### src/gradient_grain_background_generator_core_assert.svh
// assertion macros for the background generator core
`ifndef GRADIENT_GRAIN_BACKGROUND_GENERATOR_CORE_ASSERT_SVH
`define GRADIENT_GRAIN_BACKGROUND_GENERATOR_CORE_ASSERT_SVH

`ifndef SYNTH
`define GGBG_ASSERT_IMP(lbl, pre, post) \
  lbl: assert property (@(posedge clk) disable iff (!rst_n) (pre) |-> (post)) \
    else $error("ggbg assertion failed");
`define GGBG_ASSERT_NXT(lbl, pre, post) \
  lbl: assert property (@(posedge clk) disable iff (!rst_n) (pre) |=> (post)) \
    else $error("ggbg assertion failed");
`else
`define GGBG_ASSERT_IMP(lbl, pre, post)
`define GGBG_ASSERT_NXT(lbl, pre, post)
`endif

`endif

### src/ggbg_pkg.sv
// shared types, constants and helpers of the background generator
package ggbg_pkg;

  localparam logic [31:0] SEED_INIT = 32'h1337BEEF;

  // configuration register indexes
  localparam logic [1:0] REG_THEME  = 2'd0;
  localparam logic [1:0] REG_WIDTH  = 2'd1;
  localparam logic [1:0] REG_HEIGHT = 2'd2;
  localparam logic [1:0] REG_PHASE  = 2'd3;

  // themes
  localparam logic [1:0] THEME_CORNER  = 2'd0;
  localparam logic [1:0] THEME_NAVY    = 2'd1;
  localparam logic [1:0] THEME_VIOLET  = 2'd2;
  localparam logic [1:0] THEME_CRIMSON = 2'd3;

  // one classified pixel request between front and back
  typedef struct packed {
    logic        frame_start;
    logic        row_start;
    logic [12:0] row;
    logic        row_end;
    logic        frame_end;
  } q_item_t;

  // clamp a size register to 1..mx
  function automatic logic [12:0] eff_dim(logic [12:0] d, logic [13:0] mx);
    logic [12:0] r;
    r = d;
    if (d == 13'd0) r = 13'd1;
    if ({1'b0, d} > mx) r = mx[12:0];
    return r;
  endfunction

endpackage

### src/ggbg_div.sv
// iterative unsigned divider, one quotient bit per cycle
module ggbg_div import ggbg_pkg::*; (
  input  logic        clk,
  input  logic        rst_n,
  input  logic        start,
  input  logic [31:0] num,
  input  logic [12:0] den,
  output logic        done,
  output logic [31:0] quo,
  output logic [12:0] rem
);

  localparam int NBITS = 32;

  logic        busy_r;
  logic        done_r;
  logic [4:0]  cnt_r;
  logic [31:0] quo_r;
  logic [12:0] rem_r;
  logic [12:0] den_r;
  logic [13:0] sh;
  logic [13:0] diff;

  assign sh   = {rem_r, quo_r[NBITS-1]};
  assign diff = sh - {1'b0, den_r};

  always_ff @(posedge clk) begin
    if (!rst_n) begin
      busy_r <= 1'b0;
      done_r <= 1'b0;
      cnt_r  <= '0;
    end else begin
      done_r <= 1'b0;
      if (start && !busy_r) begin
        busy_r <= 1'b1;
        cnt_r  <= '0;
        quo_r  <= num;
        rem_r  <= '0;
        den_r  <= den;
      end else if (busy_r) begin
        if (sh >= {1'b0, den_r}) begin
          rem_r <= diff[12:0];
          quo_r <= {quo_r[NBITS-2:0], 1'b1};
        end else begin
          rem_r <= sh[12:0];
          quo_r <= {quo_r[NBITS-2:0], 1'b0};
        end
        cnt_r <= cnt_r + 5'd1;
        if (cnt_r == 5'(NBITS - 1)) begin
          busy_r <= 1'b0;
          done_r <= 1'b1;
        end
      end
    end
  end

  assign done = done_r;
  assign quo  = quo_r;
  assign rem  = rem_r;

endmodule

### src/ggbg_front.sv
// raster position tracking and classification of each request
module ggbg_front import ggbg_pkg::*; (
  input  logic        clk,
  input  logic        rst_n,
  input  logic        accept,
  input  logic        start_frame,
  input  logic [12:0] w,
  input  logic [12:0] h,
  output q_item_t     item
);

  logic [12:0] col_r, row_r;
  logic [12:0] col_c, row_c;
  logic [12:0] col_nxt, row_nxt;
  logic        re, fe;

  always_comb begin
    col_c = start_frame ? 13'd0 : col_r;
    row_c = start_frame ? 13'd0 : row_r;
    if (col_c >= w) col_c = w - 13'd1;
    if (row_c >= h) row_c = h - 13'd1;
    re = (col_c == w - 13'd1);
    fe = re && (row_c == h - 13'd1);
    if (re) begin
      col_nxt = 13'd0;
      row_nxt = fe ? 13'd0 : row_c + 13'd1;
    end else begin
      col_nxt = col_c + 13'd1;
      row_nxt = row_c;
    end
    item.frame_start = (col_c == 13'd0) && (row_c == 13'd0);
    item.row_start   = (col_c == 13'd0);
    item.row         = row_c;
    item.row_end     = re;
    item.frame_end   = fe;
  end

  always_ff @(posedge clk) begin
    if (!rst_n) begin
      col_r <= '0;
      row_r <= '0;
    end else if (accept) begin
      col_r <= col_nxt;
      row_r <= row_nxt;
    end
  end

endmodule

### src/ggbg_queue.sv
// two-entry queue of classified requests
module ggbg_queue import ggbg_pkg::*; (
  input  logic    clk,
  input  logic    rst_n,
  input  logic    wr,
  input  q_item_t wr_item,
  input  logic    rd,
  output q_item_t rd_item,
  output logic    full,
  output logic    nempty
);

  q_item_t    mem_r [2];
  logic       wp_r, rp_r;
  logic [1:0] cnt_r;

  assign full    = (cnt_r == 2'd2);
  assign nempty  = (cnt_r != 2'd0);
  assign rd_item = mem_r[rp_r];

  always_ff @(posedge clk) begin
    if (wr) mem_r[wp_r] <= wr_item;
  end

  always_ff @(posedge clk) begin
    if (!rst_n) begin
      wp_r  <= 1'b0;
      rp_r  <= 1'b0;
      cnt_r <= '0;
    end else begin
      if (wr) wp_r <= ~wp_r;
      if (rd) rp_r <= ~rp_r;
      case ({wr, rd})
        2'b10:   cnt_r <= cnt_r + 2'd1;
        2'b01:   cnt_r <= cnt_r - 2'd1;
        default: cnt_r <= cnt_r;
      endcase
    end
  end

endmodule

### src/ggbg_back.sv
// sequenced frame, row and pixel work on one request at a time
module ggbg_back import ggbg_pkg::*; #(
  parameter int GRAIN_STRIDE = 3
) (
  input  logic        clk,
  input  logic        rst_n,
  input  q_item_t     q_item,
  input  logic        q_nempty,
  output logic        q_pop,
  input  logic [1:0]  theme,
  input  logic [31:0] phase,
  input  logic [12:0] w,
  input  logic [12:0] h,
  input  logic        pop,
  output logic        out_valid,
  output logic [23:0] out_color,
  output logic        out_row_end,
  output logic        out_frame_end
);

  // micro-op numbering
  localparam logic [4:0] OP_MOD  = 5'd0;
  localparam logic [4:0] OP_TRI  = 5'd3;
  localparam logic [4:0] OP_EDGE = 5'd6;
  localparam logic [4:0] OP_STEP = 5'd12;
  localparam logic [4:0] OP_VERT = 5'd15;
  localparam logic [4:0] OP_LAST = 5'd23;

  typedef enum logic [1:0] {B_IDLE, B_OPS, B_PIX} bstate_t;

  function automatic logic [7:0] sat8(logic signed [9:0] v);
    if (v < 0) return 8'd0;
    if (v > 10'sd255) return 8'd255;
    return v[7:0];
  endfunction

  function automatic logic [31:0] xs32(logic [31:0] x);
    logic [31:0] y;
    y = x ^ (x << 13);
    y = y ^ (y >> 17);
    y = y ^ (y << 5);
    return y;
  endfunction

  function automatic logic [7:0] tri_per(logic [1:0] k);
    case (k)
      2'd0:    return 8'd120;
      2'd1:    return 8'd140;
      default: return 8'd160;
    endcase
  endfunction

  function automatic logic [4:0] tri_amp(logic [1:0] k);
    case (k)
      2'd0:    return 5'd10;
      2'd1:    return 5'd12;
      default: return 5'd8;
    endcase
  endfunction

  function automatic logic [5:0] vert_k(logic [3:0] v);
    case (v)
      4'd0:    return 6'd15;
      4'd1:    return 6'd35;
      4'd2:    return 6'd55;
      4'd3:    return 6'd10;
      4'd4:    return 6'd45;
      4'd5:    return 6'd30;
      4'd6:    return 6'd30;
      4'd7:    return 6'd10;
      default: return 6'd25;
    endcase
  endfunction

  function automatic logic [7:0] plus_tri(logic [7:0] base, logic signed [5:0] s);
    return sat8(signed'({2'b00, base}) + 10'(s));
  endfunction

  bstate_t            state_r;
  logic [4:0]         op_r;
  logic               launched_r;
  q_item_t            cur_r;
  logic [31:0]        seed_r;
  logic [1:0]         gcnt_r;
  logic [12:0]        ycache_r, hcache_r;
  logic [7:0]         p_r    [3];
  logic signed [5:0]  tri_r  [3];
  logic signed [9:0]  edge_r [6];
  logic [31:0]        acc_r  [3];
  logic [31:0]        step_r [3];
  logic [7:0]         vq_r   [9];
  logic               out_valid_r;
  logic [23:0]        out_color_r;
  logic               out_re_r, out_fe_r;

  logic [7:0]         corner [12];
  logic               div_start, div_done, div_neg;
  logic [31:0]        div_num, div_quo, qs;
  logic [12:0]        div_den, div_rem;
  logic [1:0]         kf, ce;
  logic               side;
  logic [2:0]         je;
  logic [3:0]         vi;
  logic [7:0]         half, pd;
  logic               up;
  logic signed [9:0]  dif;
  logic signed [23:0] prod;
  logic [12:0]        dw, dh;
  logic [7:0]         tv, bv;
  logic               out_free;
  logic [7:0]         cr, cg, cb;
  logic [31:0]        seed_nxt;
  logic signed [9:0]  noise;
  logic [2:0]         gcnt_inc;
  logic [1:0]         gcnt_nxt;

  // corner colours, some of them offset by the triangle values of the current frame
  always_comb begin
    corner[0]  = plus_tri(8'h1E, tri_r[0]);
    corner[1]  = 8'h1E;
    corner[2]  = plus_tri(8'h2E, tri_r[1]);
    corner[3]  = 8'h1A;
    corner[4]  = plus_tri(8'h18, tri_r[2]);
    corner[5]  = plus_tri(8'h28, tri_r[0]);
    corner[6]  = 8'h11;
    corner[7]  = plus_tri(8'h11, tri_r[1]);
    corner[8]  = 8'h1B;
    corner[9]  = plus_tri(8'h18, tri_r[1]);
    corner[10] = 8'h18;
    corner[11] = plus_tri(8'h25, tri_r[2]);
  end

  assign dw = (w > 13'd1) ? w - 13'd1 : 13'd1;
  assign dh = (h > 13'd1) ? h - 13'd1 : 13'd1;

  // operand selection for the current micro-op
  always_comb begin
    div_num = '0;
    div_den = 13'd1;
    div_neg = 1'b0;
    kf   = '0;
    je   = '0;
    ce   = '0;
    side = 1'b0;
    vi   = '0;
    half = '0;
    pd   = '0;
    up   = 1'b0;
    tv   = '0;
    bv   = '0;
    dif  = '0;
    prod = '0;
    unique case (op_r) inside
      [OP_MOD:OP_TRI-5'd1]: begin
        kf      = op_r[1:0];
        div_num = phase + 32'(8'd40 * {6'd0, kf});
        div_den = 13'(tri_per(kf));
      end
      [OP_TRI:OP_EDGE-5'd1]: begin
        kf      = 2'(op_r - OP_TRI);
        half    = tri_per(kf) >> 1;
        up      = p_r[kf] >= half;
        pd      = up ? p_r[kf] - half : p_r[kf];
        div_num = 32'({tri_amp(kf), 1'b0} * pd);
        div_den = 13'(half);
      end
      [OP_EDGE:OP_STEP-5'd1]: begin
        je      = 3'(op_r - OP_EDGE);
        side    = (je >= 3'd3);
        ce      = side ? 2'(je - 3'd3) : je[1:0];
        tv      = corner[side ? 4'd3 + 4'(ce) : 4'(ce)];
        bv      = corner[side ? 4'd9 + 4'(ce) : 4'd6 + 4'(ce)];
        dif     = signed'({2'b00, bv}) - signed'({2'b00, tv});
        prod    = dif * signed'({1'b0, cur_r.row});
        div_neg = prod[23];
        div_num = 32'(prod[23] ? -prod : prod);
        div_den = dh;
      end
      [OP_STEP:OP_VERT-5'd1]: begin
        ce      = 2'(op_r - OP_STEP);
        dif     = edge_r[3'd3 + 3'(ce)] - edge_r[3'(ce)];
        div_neg = dif[9];
        div_num = {6'd0, (dif[9] ? 10'(-dif) : dif), 16'd0};
        div_den = dw;
      end
      [OP_VERT:OP_LAST]: begin
        vi      = 4'(op_r - OP_VERT);
        div_num = 32'(cur_r.row * vert_k(vi));
        div_den = h;
      end
      default: begin
        div_num = '0;
      end
    endcase
  end

  assign qs        = div_neg ? -div_quo : div_quo;
  assign div_start = (state_r == B_OPS) && !launched_r;
  assign q_pop     = (state_r == B_IDLE) && q_nempty;
  assign out_free  = !out_valid_r || pop;

  // pixel colour and grain
  always_comb begin
    case (theme)
      THEME_NAVY: begin
        cr = 8'd10 + vq_r[0];
        cg = 8'd18 + vq_r[1];
        cb = 8'd38 + vq_r[2];
      end
      THEME_VIOLET: begin
        cr = 8'd24 + vq_r[3];
        cg = 8'd32 + vq_r[4];
        cb = 8'd40 + vq_r[5];
      end
      THEME_CRIMSON: begin
        cr = 8'd45 - vq_r[6];
        cg = 8'd20 + vq_r[7];
        cb = 8'd40 + vq_r[8];
      end
      default: begin
        cr = acc_r[0][23:16];
        cg = acc_r[1][23:16];
        cb = acc_r[2][23:16];
      end
    endcase
    seed_nxt = xs32(seed_r);
    noise    = signed'({7'd0, seed_nxt[2:0]}) - 10'sd3;
    gcnt_inc = {1'b0, gcnt_r} + 3'd1;
    gcnt_nxt = (gcnt_inc >= 3'(GRAIN_STRIDE)) ? 2'd0 : gcnt_inc[1:0];
  end

  always_ff @(posedge clk) begin
    if (!rst_n) begin
      state_r     <= B_IDLE;
      op_r        <= '0;
      launched_r  <= 1'b0;
      seed_r      <= SEED_INIT;
      gcnt_r      <= '0;
      out_valid_r <= 1'b0;
    end else begin
      if (pop && out_valid_r) out_valid_r <= 1'b0;
      unique case (state_r)
        B_IDLE: begin
          if (q_nempty) begin
            cur_r <= q_item;
            if (q_item.frame_start) begin
              seed_r  <= SEED_INIT;
              gcnt_r  <= '0;
              op_r    <= OP_MOD;
              state_r <= B_OPS;
            end else if (q_item.row_start) begin
              op_r    <= OP_EDGE;
              state_r <= B_OPS;
            end else if (q_item.row != ycache_r || h != hcache_r) begin
              op_r    <= OP_VERT;
              state_r <= B_OPS;
            end else begin
              state_r <= B_PIX;
            end
          end
        end
        B_OPS: begin
          if (!launched_r) begin
            launched_r <= 1'b1;
          end else if (div_done) begin
            launched_r <= 1'b0;
            unique case (op_r) inside
              [OP_MOD:OP_TRI-5'd1]:  p_r[kf] <= div_rem[7:0];
              [OP_TRI:OP_EDGE-5'd1]: tri_r[kf] <= up ?
                  signed'({1'b0, tri_amp(kf)}) - 6'(div_quo) :
                  6'(div_quo) - signed'({1'b0, tri_amp(kf)});
              [OP_EDGE:OP_STEP-5'd1]: edge_r[je] <= signed'({2'b00, tv}) + 10'(qs);
              [OP_STEP:OP_VERT-5'd1]: begin
                step_r[ce] <= qs;
                acc_r[ce]  <= {8'd0, edge_r[3'(ce)][7:0], 16'd0};
              end
              [OP_VERT:OP_LAST]: vq_r[vi] <= div_quo[7:0];
              default: launched_r <= 1'b0;
            endcase
            if (op_r == OP_LAST) begin
              ycache_r <= cur_r.row;
              hcache_r <= h;
              state_r  <= B_PIX;
            end else begin
              op_r <= op_r + 5'd1;
            end
          end
        end
        B_PIX: begin
          if (out_free) begin
            if (gcnt_r == 2'd0) begin
              seed_r      <= seed_nxt;
              out_color_r <= {sat8(signed'({2'b00, cr}) + noise),
                              sat8(signed'({2'b00, cg}) + noise),
                              sat8(signed'({2'b00, cb}) + noise)};
            end else begin
              out_color_r <= {cr, cg, cb};
            end
            gcnt_r      <= gcnt_nxt;
            acc_r[0]    <= acc_r[0] + step_r[0];
            acc_r[1]    <= acc_r[1] + step_r[1];
            acc_r[2]    <= acc_r[2] + step_r[2];
            out_re_r    <= cur_r.row_end;
            out_fe_r    <= cur_r.frame_end;
            out_valid_r <= 1'b1;
            state_r     <= B_IDLE;
          end
        end
        default: state_r <= B_IDLE;
      endcase
    end
  end

  ggbg_div u_div (
    .clk   (clk),
    .rst_n (rst_n),
    .start (div_start),
    .num   (div_num),
    .den   (div_den),
    .done  (div_done),
    .quo   (div_quo),
    .rem   (div_rem)
  );

  assign out_valid     = out_valid_r;
  assign out_color     = out_color_r;
  assign out_row_end   = out_re_r;
  assign out_frame_end = out_fe_r;

endmodule

### src/gradient_grain_background_generator_core.sv
// top level of the gradient and grain background generator
// usage:
//  - input queue side: push with in_start_frame while full is low; each beat asks
//    for the next raster pixel (start_frame high restarts at pixel zero)
//  - result queue side: while empty is low the oldest pixel sits on out_pixel_color,
//    out_row_end and out_frame_end; pop takes the beat
//  - apb-style port: theme, frame_width, frame_height, phase at byte 0, 4, 8, 12;
//    write only while the block is idle, reads return the register values
//  - a two-entry queue parts the position tracker from the sequencer, so
//    requests are taken while the sequencer or the result register is busy
//  - an ordinary pixel passes the queue, the sequencer and the result register;
//    the shared divider sets the rest: a row start runs 18 divisions, a frame
//    start 24, a change of frame_height mid row 9 divisions
//  - inside a row the sequencer finishes one pixel before it takes the next one
//  - reset: position to pixel zero, noise seed reloaded, queues emptied;
//    no clearing pass is needed
//  - receiver stall: the finished pixel waits in the result register, the
//    sequencer holds, the input queue fills and then raises full
module gradient_grain_background_generator_core import ggbg_pkg::*; #(
  parameter int MAX_WIDTH    = 7680,
  parameter int MAX_HEIGHT   = 4320,
  parameter int GRAIN_STRIDE = 3
) (
  input  logic        clk,
  input  logic        rst_n,
  // input beats
  input  logic        push,
  output logic        full,
  input  logic        in_start_frame,
  // result beats
  output logic        empty,
  input  logic        pop,
  output logic [23:0] out_pixel_color,
  output logic        out_row_end,
  output logic        out_frame_end,
  // configuration
  input  logic        psel,
  input  logic        penable,
  input  logic        pwrite,
  input  logic [3:0]  paddr,
  input  logic [31:0] pwdata,
  output logic [31:0] prdata,
  output logic        pready
);

  `include "gradient_grain_background_generator_core_assert.svh"

  logic [1:0]  theme_r;
  logic [12:0] width_r, height_r;
  logic [31:0] phase_r;
  logic [12:0] w_eff, h_eff;
  logic        cfg_we;
  logic        in_acc;
  q_item_t     f_item, q_item;
  logic        q_full, q_nempty, q_pop;
  logic        out_valid;

  // register file, written in the access phase
  assign pready = 1'b1;
  assign cfg_we = psel && penable && pwrite;

  always_ff @(posedge clk) begin
    if (!rst_n) begin
      theme_r  <= THEME_CORNER;
      width_r  <= 13'd1280;
      height_r <= 13'd800;
      phase_r  <= '0;
    end else if (cfg_we) begin
      unique case (paddr[3:2])
        REG_THEME:  theme_r  <= pwdata[1:0];
        REG_WIDTH:  width_r  <= pwdata[12:0];
        REG_HEIGHT: height_r <= pwdata[12:0];
        REG_PHASE:  phase_r  <= pwdata;
        default:    phase_r  <= phase_r;
      endcase
    end
  end

  always_comb begin
    unique case (paddr[3:2])
      REG_THEME:  prdata = {30'd0, theme_r};
      REG_WIDTH:  prdata = {19'd0, width_r};
      REG_HEIGHT: prdata = {19'd0, height_r};
      REG_PHASE:  prdata = phase_r;
      default:    prdata = '0;
    endcase
  end

  // frame size as used: zero acts as one, oversize saturates
  assign w_eff = eff_dim(width_r, 14'(MAX_WIDTH));
  assign h_eff = eff_dim(height_r, 14'(MAX_HEIGHT));

  assign full   = q_full;
  assign in_acc = push && !q_full;

  ggbg_front u_front (
    .clk         (clk),
    .rst_n       (rst_n),
    .accept      (in_acc),
    .start_frame (in_start_frame),
    .w           (w_eff),
    .h           (h_eff),
    .item        (f_item)
  );

  ggbg_queue u_queue (
    .clk     (clk),
    .rst_n   (rst_n),
    .wr      (in_acc),
    .wr_item (f_item),
    .rd      (q_pop),
    .rd_item (q_item),
    .full    (q_full),
    .nempty  (q_nempty)
  );

  ggbg_back #(
    .GRAIN_STRIDE (GRAIN_STRIDE)
  ) u_back (
    .clk           (clk),
    .rst_n         (rst_n),
    .q_item        (q_item),
    .q_nempty      (q_nempty),
    .q_pop         (q_pop),
    .theme         (theme_r),
    .phase         (phase_r),
    .w             (w_eff),
    .h             (h_eff),
    .pop           (pop),
    .out_valid     (out_valid),
    .out_color     (out_pixel_color),
    .out_row_end   (out_row_end),
    .out_frame_end (out_frame_end)
  );

  assign empty = !out_valid;

  // the last pixel of a frame always closes a row
  `GGBG_ASSERT_IMP(a_fe_is_re, out_valid && out_frame_end, out_row_end)
  // an accepted beat always lands in the queue
  `GGBG_ASSERT_NXT(a_push_lands, in_acc, q_nempty)

endmodule
### config.mk
export PLATFORM = sky130hd
export DESIGN_NAME = gradient_grain_background_generator_core
export DESIGN_NICKNAME = d
export VERILOG_FILES = /design/src/ggbg_pkg.sv /design/src/ggbg_div.sv /design/src/ggbg_front.sv /design/src/ggbg_queue.sv /design/src/ggbg_back.sv /design/src/gradient_grain_background_generator_core.sv
export VERILOG_INCLUDE_DIRS = /design/src /design/src/src
export SDC_FILE = /design/constraint.sdc
export NUM_CORES = 2
export LEC_CHECK = 0
export ABC_CLOCK_PERIOD_IN_PS = 35700
export BUFFER_PORTS_ARGS = -buffer_cell sky130_fd_sc_hd__clkbuf_2
export CORE_MARGIN = 2
export CORE_UTILIZATION = 35
export DETAILED_ROUTE_END_ITERATION = 6
export GPL_TIMING_DRIVEN = 1
export PLACE_DENSITY = 0.57
export SYNTH_ARGS = -nofsm -noshare
export SYNTH_HDL_FRONTEND = slang
export SYNTH_SLANG_ARGS = --single-unit
### constraint.sdc
create_clock -name clk -period 35.7 [get_ports clk]
set_clock_uncertainty 0.2 [all_clocks]
set_input_delay 7.14 -clock clk [delete_from_list [all_inputs] [get_ports clk]]
set_output_delay 7.14 -clock clk [all_outputs]
set_load 0.005 [all_outputs]
---- Yosys cells after proc, flatten, opt, wreduce, memory -nomap -nowiden ----
Memories as Yosys holds them, arrays and structs flattened. A register that Yosys moved wholly into a read port is not among the register bits.
Index checks and enable logic that the tools add are counted.
storage, ports and cells
  bits in registers ....................... 265
  RAM bits ................................ 400
  memory bits (read-only) ................. 48
  bits of input ports ..................... 44
  output and inout port bits .............. 61
  word-level logic and storage cells ...... 455
  memories ................................ 8
memory list
  name             words  width  read ports  clocked after Yosys merged registers in  write ports  line              source
  u_back.acc_r     3      32     3           0                                        3            ggbg_back.sv:89   logic [31:0] acc_r [3];
  u_back.step_r    3      32     3           0                                        1            ggbg_back.sv:90   logic [31:0] step_r [3];
  u_back.vq_r      9      8      9           0                                        1            ggbg_back.sv:91   logic [7:0] vq_r [9];
  u_back.edge_r    6      10     3           0                                        1            ggbg_back.sv:88   logic signed [9:0] edge_r [6];
  (no name shown)  8      6      1           0                                        0            ggbg_back.sv:62   case (v)
  u_queue.mem_r    2      17     1           1                                        1            ggbg_queue.sv:13  q_item_t mem_r [2];
  2 more memories  n/a    n/a    n/a         n/a                                      n/a          n/a
operators by class
  $add $sub $neg .......................... 52
  $mul .................................... 4
  magnitude comparators ................... 42
  equal/unequal tests ..................... 29
  multiplexer cells ....................... 231
  bitwise logic cells ..................... 9
  reductions and logical operators ........ 51
operators by type and width
  operator                                                                          number
  8-bit 2-to-1 mux                                                                  47
  32-bit 2-to-1 mux                                                                 9
  13-bit 2-to-1 mux                                                                 15
  32-bit one-hot mux with 5 select lines                                            1
  32-bit one-hot mux with 4 select lines                                            1
  1-bit 2-to-1 mux                                                                  104
  32-bit adder                                                                      3
  8-bit one-hot mux with 3 select lines                                             3
  5-bit 2-to-1 mux                                                                  13
  13-bit one-hot mux with 5 select lines                                            1
  8-bit binary-select mux with 4-bit select                                         2
  32-bit one-hot mux with 2 select lines                                            1
  32-bit XOR                                                                        2
  13-bit logical NOT                                                                4
  7-bit by 9-bit greater-than comparator with 1-bit output, second input constant   4
  32-bit by 8-bit adder with 32-bit output                                          1
  6-bit by 8-bit adder with 8-bit output, first input constant                      4
  24-bit negator with 32-bit output                                                 1
  32-bit negator                                                                    1
  8-bit one-hot mux with 2 select lines                                             2
  32-bit OR reduction                                                               1
  32-bit by 15-bit XOR with 32-bit output                                           1
  9-bit by 4-bit adder with 10-bit output                                           3
  10-bit by 9-bit greater-than comparator with 1-bit output, second input constant  3
  other kinds (82)                                                                  191

---- Depth between registers and ports, before layout ----
  depth in word-level cells ............... 19
  mapped depth ............................ 55
  mapped depth without buffers ............ 52

---- Cells and area by module ----
A second synthesis with hierarchy kept.
unflattened totals
  cell total of the unflattened synthesis .. 4,774
  area total of the unflattened synthesis .. 46,403.3 um^2
by module, submodules not included
  module                                    times used  cells an instance  area each (um^2)  sequential area each (um^2)
  ggbg_back                                 1           3,485              34,551.9          12,462.0
  ggbg_front                                1           554                3,971.3           520.5
  ggbg_div                                  1           321                3,343.2           1,881.8
  gradient_grain_background_generator_core  1           339                3,095.5           1,201.2
  ggbg_queue                                1           75                 1,441.4           1,121.1

---- Worst setup path before layout ----
OpenSTA, ideal clock, no wires.
  path type ............................... input port to output port
  start ................................... input port paddr[2]
  end ..................................... output port prdata[1]
  arrival ................................. 8,320 ps
  required time ........................... 28,360 ps
  path slack .............................. 20,040 ps
  stages on the path ...................... 4
  buffers on the path ..................... 3
  cells stage by stage .................... clkbuf_1 clkbuf_1 clkbuf_1 mux4_2
on the way
  longest elaborated chain between the ends .. 2
  elaborated cells on any way between the ends .. 5
  those cells by class .................... 3 x eq/ne; 1 x mux; 1 x reduce/logical
RTL lines
  element                                      line                                            source
  start, declared                              gradient_grain_background_generator_core.sv:40  input logic [3:0] paddr,
  2-bit == test, or another cell as far along  gradient_grain_background_generator_core.sv:80  unique case (paddr[3:2])
  32-bit one-hot mux with 4 select lines *     gradient_grain_background_generator_core.sv:80
  end, declared                                gradient_grain_background_generator_core.sv:42  output logic [31:0] prdata,
Mark *: on every way between the ends. The rest lies on a longest branch, timed or not.

---- Final worst setup path ----
  start ................................... input port paddr[2]
  end ..................................... output port prdata[10]
The elaborated chain is that of the path after synthesis.

==> reports/metrics.yaml <==
outcome: "finished, final reports clean"
endpoint_kind: "output port"
ctsLongestPathBuffers: 3
startpoint_type: "primary input"
detailed_place.area_sq_um: 48700
cts_tree: "built"
wl_per_cell_um: 19.9
final_cell_area_sq_um: 51200
drive_gt1_frac: 0.0919
dp_hpwl_um: 97900
synth_seq_area_share: 0.372
die_y_um: 367
netlist_instances: 4797
critPathRequiredTime_ns: 28.36
pin_count: 105
clk_pin_slew_ns: 0.06
gr-usage-all-layers: 0.192
ys_warn_count: 0
drc: 0
syn_to_final_growth_pct: 11.0
viasPerCell: 5.42
gr-total-overflow: 0
vias: 36073
worstMarginPinSlew_ns: 1.25
avgSynthCellArea_sq_um: 9.62
die_w_um: 367
io_buffers: 101
grt_max_degree: 80
synth_ff_type: "edfxtp_1"
cts-root-buf: "clkbuf_16"
synth.distinct_cells: 96
drt_iter0_drc: 2785
post-route-min-period_ns: 16.28
crit_fanout: 39
synth_seq_cells: 620
hold_viol_final: 0
wl_met2_um: 61900
core_area_sq_um: 131000
routabilityCongestion: 0.923
finalNetCount: 5366
seqCellArea_sq_um: 17200
synth-edff-count: 477
arrival_ns: 8.94
dr.pass1.iters: 6
initial_core_util: 0.352
synthArstFlopShare: 0
dieArea_sq_um: 135000
max-cap-violations: 0
post-cts-setup-buffers: 0
drt-met1-wl_um: 59300
ant_nets: 0
htree_levels: 3
min_period_over_period: 0.456
rsz0062_at_grt: "no"
cts_inserted_buffers: 75
setup-tns-final_ns: 0
slew_headroom: 0.165
rows: 133
max_freq_mhz: 61.4
hold_buffers: 0
topRoutingLayerUsed: "met5"
wl_um: 132000
multiInputGateArea_sq_um: 26800
cts-resized-gates: 0
insertion_delay_ns: 0.69
setup_viol: 0
wl_met3_um: 7350
hold_class: "reg2reg"
grt_pass1_vias: 34923
n_antenna_cell: 0
nFillCells: 12992
antenna_found_initial: 5
critical_path_class: "in2out"
grt_first_pass_wirelength_um: 204000
drv_slew: 0
synth_area_sq_um: 46200
cts.sinks: 620
path summary, 6_finish.rpt:
check                                startpoint                    to  slack [ns]  cells past startpoint
worst max-delay path                   paddr[2]            prdata[10]       19.42                      4
worst min-delay path            u_back.cur_r[0]  u_back.out_frame_end        0.21                      0
worst max register to register   u_back.op_r[2]   u_back.edge_r[1][9]       20.36                     47
worst min register to register  u_back.cur_r[0]  u_back.out_frame_end        0.21                      0
state kept, by name, indices dropped and copies added (netlist names), 15 cells and up, named ones only:
register / count
u_back.vq_r: 72
u_back.tri_r: 18
u_back.cur_r: 15
u_back.step_r: 72
u_back.p_r: 24
u_back.edge_r: 60
u_back.seed_r: 32
u_back.out_color: 24
u_queue.mem_r: 34
u_back.u_div.quo: 32
phase_r: 32
u_back.acc_r: 72
synthesized netlist by cell type (all sizes together) (39+ instances only):
library cell | count | area share
and3 | 61 | 0.0083
clkbuf | 191 | 0.016
xnor2 | 223 | 0.042
nor2b | 62 | 0.0084
nor2 | 263 | 0.021
dfxtp | 143 | 0.062
a21oi | 280 | 0.030
fa | 144 | 0.062
a21boi | 62 | 0.010
nor3 | 105 | 0.011
o211ai | 39 | 0.0063
nand2b | 61 | 0.0083
nand3 | 90 | 0.010
inv | 380 | 0.031
o21ai | 244 | 0.026
and2 | 118 | 0.016
nand2 | 545 | 0.044
xor2 | 135 | 0.026
mux2i | 64 | 0.014
ha | 343 | 0.093
a21o | 57 | 0.0093
edfxtp | 477 | 0.31
cell type report:
type,instances,area share
sequential,620,0.336
clock buffer,87,0.0383
inverter,382,0.0280
clock inverter,50,0.0110
timing repair buffer,178,0.0212
multi-input combinational,3578,0.523
tap,1755,0.0429
kinds of logic (layout without fill, tap and decap cells):
family / Yosys count / in the layout / synth area share
and+or+nand+nor: 1505 / 1505 / 0.159
adders and majority gates: 487 / 487 / 0.155
AOI/OAI and AO/OA: 1088 / 1088 / 0.155
xor gates and xnor gates: 359 / 359 / 0.0684
other: 2 / 4 / 0.000163
DFF: 620 / 620 / 0.372
buffers and inverters: 601 / 697 / 0.0496
muxes: 135 / 135 / 0.0402
metrics by stage:
stage | hold slack, ns | util | instances | setup slack, ns
6_report | 0.213 | 0.391 | 6650 | 19.42
5_1_grt | 0.219 | 0.391 | 6650 | 19.32
4_1_cts | 0.219 | 0.391 | 6650 | 19.46
3_5_place_dp | 0.222 | 0.371 | 6513 | 19.47
3_3_place_gp | 0.206 | 0.371 | 6513 | 19.47
2_1_floorplan | 0.200 | - | 4799 | 20.04
cell usage in the layout (no fill, tap or decap), types with 30 or more instances in the layout:
master / netlist / final
a21boi_0: 62 / 62
o21a_1: 30 / 30
o21ai_0: 239 / 237
clkbuf_16: 0 / 75
clkbuf_2: 0 / 100
ha_1: 343 / 341
or3_1: 37 / 36
dfxtp_1: 143 / 140
o21bai_1: 31 / 31
inv_1: 377 / 377
nand3_1: 88 / 88
nand2b_1: 61 / 61
a21oi_1: 279 / 279
o211ai_1: 39 / 39
and3_1: 61 / 61
edfxtp_1: 477 / 477
mux2i_1: 64 / 64
mux2_2: 34 / 34
and2_1: 118 / 118
xnor2_1: 223 / 221
a211oi_1: 38 / 38
nand2_1: 545 / 544
buf_4: 1 / 78
mux4_2: 37 / 37
xor2_1: 135 / 135
a21o_1: 57 / 57
fa_1: 144 / 144
o31ai_1: 32 / 32
nor3_1: 105 / 104
nor2_1: 263 / 262
nor2b_1: 62 / 61
per-layer routing:
| layer | track usage | up-vias |
|---|---|---|
| li1 | - | 17244 |
| met1 | 0.257 | 17671 |
| met2 | 0.319 | 941 |
| met3 | 0.0323 | 213 |
| met4 | 0.0557 | 4 |
| met5 | 0 | - |
critical path, stage by stage:
cell and delay (ns):
clkbuf_2 0.64, nor2b_1 0.74, a22o_1 0.29, clkbuf_2 0.12
Power is not shown: default switching activity piles up to over one toggle a cycle in this logic, so the estimate is an artifact.
